**config.mk**
```make
export PLATFORM = sky130hd
export DESIGN_NAME = dss_ram
export DESIGN_NICKNAME = d
export VERILOG_FILES = /design/src/hw/rtl/dss_ram.sv
export SDC_FILE = /design/constraint.sdc
export NUM_CORES = 2
export LEC_CHECK = 0
export ABC_AREA = 1
export BUFFER_PORTS_ARGS = -buffer_cell sky130_fd_sc_hd__buf_2
export CORE_MARGIN = 3
export CORE_UTILIZATION = 35
export CTS_CLUSTER_DIAMETER = 50
export CTS_CLUSTER_SIZE = 24
export DETAILED_ROUTE_END_ITERATION = 7
export GPL_TIMING_DRIVEN = 0
export HOLD_SLACK_MARGIN = 0.1
export PLACE_DENSITY = 0.61
export SYNTH_ARGS = -nofsm -noshare
export SYNTH_HDL_FRONTEND = slang
export SYNTH_SLANG_ARGS = --single-unit
```
**constraint.sdc**
```tcl
create_clock -name clk -period 2 [get_ports clk]
set_clock_uncertainty 0.05 [all_clocks]
set_input_delay 0.4 -clock clk [delete_from_list [all_inputs] [get_ports clk]]
set_output_delay 0.4 -clock clk [all_outputs]
set_load 0.01 [all_outputs]
```
**src/hw/rtl/dss_ram.sv**
```systemverilog
`timescale 1ns / 1ps
`default_nettype none
// ---------------------------------------------------------------------------
// dss_ram
// Generic simple dual-port RAM: one write port, one read port, registered
// read data that holds while no read is issued. Contents start at zero.
// ---------------------------------------------------------------------------
module dss_ram #(
  parameter int WIDTH = 8,
  parameter int DEPTH = 256,
  localparam int AW   = (DEPTH > 1) ? $clog2(DEPTH) : 1
) (
  input  wire logic             clk,
  input  wire logic             we,
  input  wire logic [AW-1:0]    waddr,
  input  wire logic [WIDTH-1:0] wdata,
  input  wire logic             re,
  input  wire logic [AW-1:0]    raddr,
  output logic      [WIDTH-1:0] rdata
);

  logic [WIDTH-1:0] mem [DEPTH];
  logic [WIDTH-1:0] rdata_r;

  // Power-up contents
  initial begin
    for (int i = 0; i < DEPTH; i++) begin
      mem[i] = '0;
    end
  end

  // Write port
  always @(posedge clk) begin
    if (we) begin
      mem[waddr] <= wdata;
    end
  end

  // Registered read port
  always_ff @(posedge clk) begin
    if (re) begin
      rdata_r <= mem[raddr];
    end
  end

  assign rdata = rdata_r;

endmodule : dss_ram
`default_nettype wire

```
# [After elaboration in Yosys (flattened, before gate mapping)]
# Memory sizes are Yosys's and may differ from the RTL's. A register that Yosys moved wholly into a read port is not among the register bits.
# Index checks and enable logic that the tools add are counted.
[classes] muxes=2
[ops] cell="two-way mux 1 bit" count=2
[word_totals] ram_bits=2048 elab_cells=3 input_bits=27 memories=1 reg_bits=0
[memory_table] memory="mem" depth=256 word_bits=8 read_ports=1 rd_clocked_by_memory_dff=1 write_ports=1 line_no="22" rtl="logic [WIDTH-1:0] mem [DEPTH];"

# [Longest topological paths before layout]
[depth] depth_word=2 depth_mapped=15

# [Worst setup path after synthesis]
# Ideal clock, no wire load.
[synth_timing] path_kind="input to register" startpoint="input we" endpoint="memory mem[162][0] (enable)" setup_slack_ps=59 t_required_ps=1580 t_arrival_ps=1521 path_stages=4 setup_time_ps=370 path_cell_list="clkbuf_1 -> nand3_1 -> clkbuf_1 -> nor2_1"
[synth_between] elab_chain_cells=2
[synth_lines] element="from (decl)" line_no="14" rtl="input wire logic we,"
[synth_lines] element="two-way mux 1 bit" line_no="34" rtl="if (we) begin"
[synth_lines] element="two-way mux 1 bit (not written as such)" line_no="35" rtl="mem[waddr] <= wdata;"
[synth_lines] element="to (decl)" line_no="22"
# Every way passes these cells.

# [Worst setup path after layout]
[layout_timing] startpoint="input waddr[6]" endpoint="memory mem[40][6] (enable)"
[layout_lines] element="from (decl)" line_no="15" rtl="input wire logic [AW-1:0] waddr,"
# No word-level cell before the write port.

==> results.json <==
{
  "status": "finished with violations",
  "violations": "DRC, capacitance limit, slew limit, setup timing",
  "worstHoldPathType": "input port to register",
  "synthesis.nets": 7030,
  "final.period_utilization_pct": 120,
  "synth_cell_types": 13,
  "die_area_sq_um": 244000,
  "reg2reg_depth": 10,
  "initial_core_util_pct": 35.3,
  "ys_seq_area_share_pct": 74.0,
  "vias": 62100,
  "dp.final_hpwl_um": 241000,
  "hold_depth": 3,
  "cts_root_buf": "clkbuf_16",
  "rsz0062_at_grt": "true",
  "area_growth_pct": 17.7,
  "postRouteWirelength_um": 350000,
  "die_x_um": 494,
  "power_density_nw_per_um2": 967,
  "synth_compound_area_share_pct": 0,
  "switching_share_pct": 26.4,
  "vias_per_cell": 5.85,
  "clk_pin_slew_ns": 0.08,
  "drt.antenna.violating_nets": 0,
  "coreArea_sq_um": 236000,
  "power.switching_uw": 25100,
  "clk_path_buf_depth": 3,
  "critPathLaunchType": "input port",
  "clockPowerShare_pct": 42.0,
  "maxCapViolCount": 1,
  "synth_xor_area_share_pct": 0,
  "yosysWarnings": 0,
  "drive_gt1_share_pct": 15.8,
  "fin_crit_ns": 2.40,
  "port_buffers": 27,
  "worstMarginPinSlew_ns": 1.50,
  "synth_simple_gate_area_share_pct": 22.9,
  "synthMuxAreaShare_pct": 0,
  "critPathKind": "input port to register",
  "syn-instance-count": 7003,
  "grt_pass1_wl_um": 468000,
  "slew_violations": 1,
  "gp_congestion": 1.07,
  "h-tree-depth": 4,
  "critPathCaptureType": "register",
  "syn-cell-area_sq_um": 83500,
  "seq_power_share_pct": 50.0,
  "synth_top_family_by_area": "simple AND/OR/NAND/NOR gates",
  "intPower_uw": 69900,
  "io_pins": 35,
  "clk_latency_ns": 0.90,
  "cts_buffers": 191,
  "finalPower_uw": 95000,
  "crit_required_ns": 2.44,
  "drc": 3,
  "wl_per_cell_um": 33.0,
  "cts_tree": "built",
  "setup_viol": 818,
  "grt_usage_pct": 27.9,
  "avgSynthCellArea_sq_um": 11.9,
  "fmax_mhz": 416,
  "worst-path-max-fanout": 10,
  "combPwrFrac_pct": 8.0,
  "dr.pass1.iters": 8,
  "synth.ff_latch_count": 2056,
  "slew-limit-headroom_pct": -0.0833,
  "antenna_found_initial": 19,
  "dr.first_iter.drc_count": 10800,
  "grt_overflow_total": 0,
  "synthAdderAreaFrac_pct": 0,
  "setup_slack_ns": -0.404,
  "fin_nets": 7307,
  "grt_pass1_vias": 56700,
  "leakage_uw": 0.0338,
  "rows": 178,
  "peakVddDrop_mv": 0.814,
  "worstPathArrival_ns": 2.84,
  "final_core_utilization_pct": 41.6,
  "fp.dieH_um": 494,
  "grt_max_degree": 150,
  "final_hold_viol_count": 0,
  "cts.sinks": 2056
}
## synth_stat cells
cell type | instances | share of area, %
nand3_1 | 2019 | 12
inv_1 | 36 | 0.16
buf_1 | 40 | 0.18
inv_4 | 1 | 0.0075
inv_2 | 2 | 0.0090
buf_8 | 1 | 0.018
clkbuf_1 | 112 | 0.50
edfxtp_1 | 2056 | 74
buf_4 | 46 | 0.41
buf_6 | 16 | 0.22
nor2_1 | 283 | 1.3
nand2_1 | 2123 | 9.5
buf_2 | 268 | 1.6
## registers in the layout, indices dropped and copies added, names as in the netlist
| register | count |
|---|---|
| mem | 2048 |
| rdata | 8 |
## routing by layer
| metal | wire length (um) | global-route usage [%] |
|---|---|---|
| met1 | 127000 | 35.8 |
| met2 | 150000 | 40.4 |
| met3 | 48100 | 9.36 |
| met4 | 24500 | 17.5 |
| met5 | 554 | 0 |
## layout by cell type (no fill, tap or decap), drive strengths merged
cell type      instances
buf                  409
bufinv                14
clkbuf               341
clkdlybuf4s15          7
clkdlybuf4s18          1
clkinv                58
clkinvlp              17
diode                 10
dlygate4sd3           10
edfxtp              2056
inv                  107
nand2               2123
nand3               2019
nor2                 283
## final timing paths
kind                     from         end  slack, ns
hold reg to reg    mem[12][6]    rdata[6]       1.08
setup reg to reg  mem[168][1]    rdata[1]      -0.08
hold / removal             we   mem[8][2]       0.31
setup / recovery     waddr[6]  mem[40][6]      -0.40
## worst max-delay path, cell delays in order
cell and delay [ns]:
buf_2 0.17, nor2_1 0.48, nand2_1 0.55, clkbuf_1 0.51, nor2_2 0.71
## final cells by class
class	count	area, sq um
Inverter	39	151
Buffer	483	3570
Antenna cell	10	25.0
Timing Repair Buffer	84	1150
Multi-Input combinational cell	4425	20800
Fill cell	21900	138000
Clock buffer	201	4900
Clock inverter	157	1960
Sequential cell	2056	61700
Tap cell	3150	3940
## power groups by stage
| stage | combinational [uW] | clock (uW) | sequential [uW] |
|---|---|---|---|
| floorplan | 2930 | 0 | 48500 |
| global placement | 6510 | 0 | 48700 |
| detailed placement | 6700 | 0 | 48500 |
| CTS | 7020 | 39800 | 47500 |
| global route | 7660 | 41500 | 47500 |
| finish | 7560 | 39900 | 47500 |
## cells by family after synthesis
kind of cell | after synthesis
simple gates | 4425
buf+inv | 522
flops | 2056
## what timing repair did
action | 4_1_cts | 5_1_grt
setup buffers | 15 | 7
hold endpoints to repair | 460 | 0
setup endpoints to repair | 1677 | 1318
resized for setup | 652 | 294
pin swaps | 16 | 24
hold buffers | 10 | 0
## through the flow
| stage | hold WS (ns) | setup WS, ns | setup TNS (ns) | cell area, sq um | cells |
|---|---|---|---|---|---|
| 2_1_floorplan | 0.449 | 0.0585 | 0 | 83500 | 7003 |
| 3_3_place_gp | 0.758 | -3.42 | -8880.48 | 87600 | 10200 |
| 3_5_place_dp | 0.608 | -2.37 | -2210.70 | 88200 | 10200 |
| 4_1_cts | 0.214 | -0.359 | -59.44 | 97100 | 10600 |
| 5_1_grt | 0.315 | -0.235 | -41.12 | 98200 | 10600 |
| 6_report | 0.308 | -0.404 | -77.73 | 98300 | 10600 |
Power figures use the tool's default switching activity.
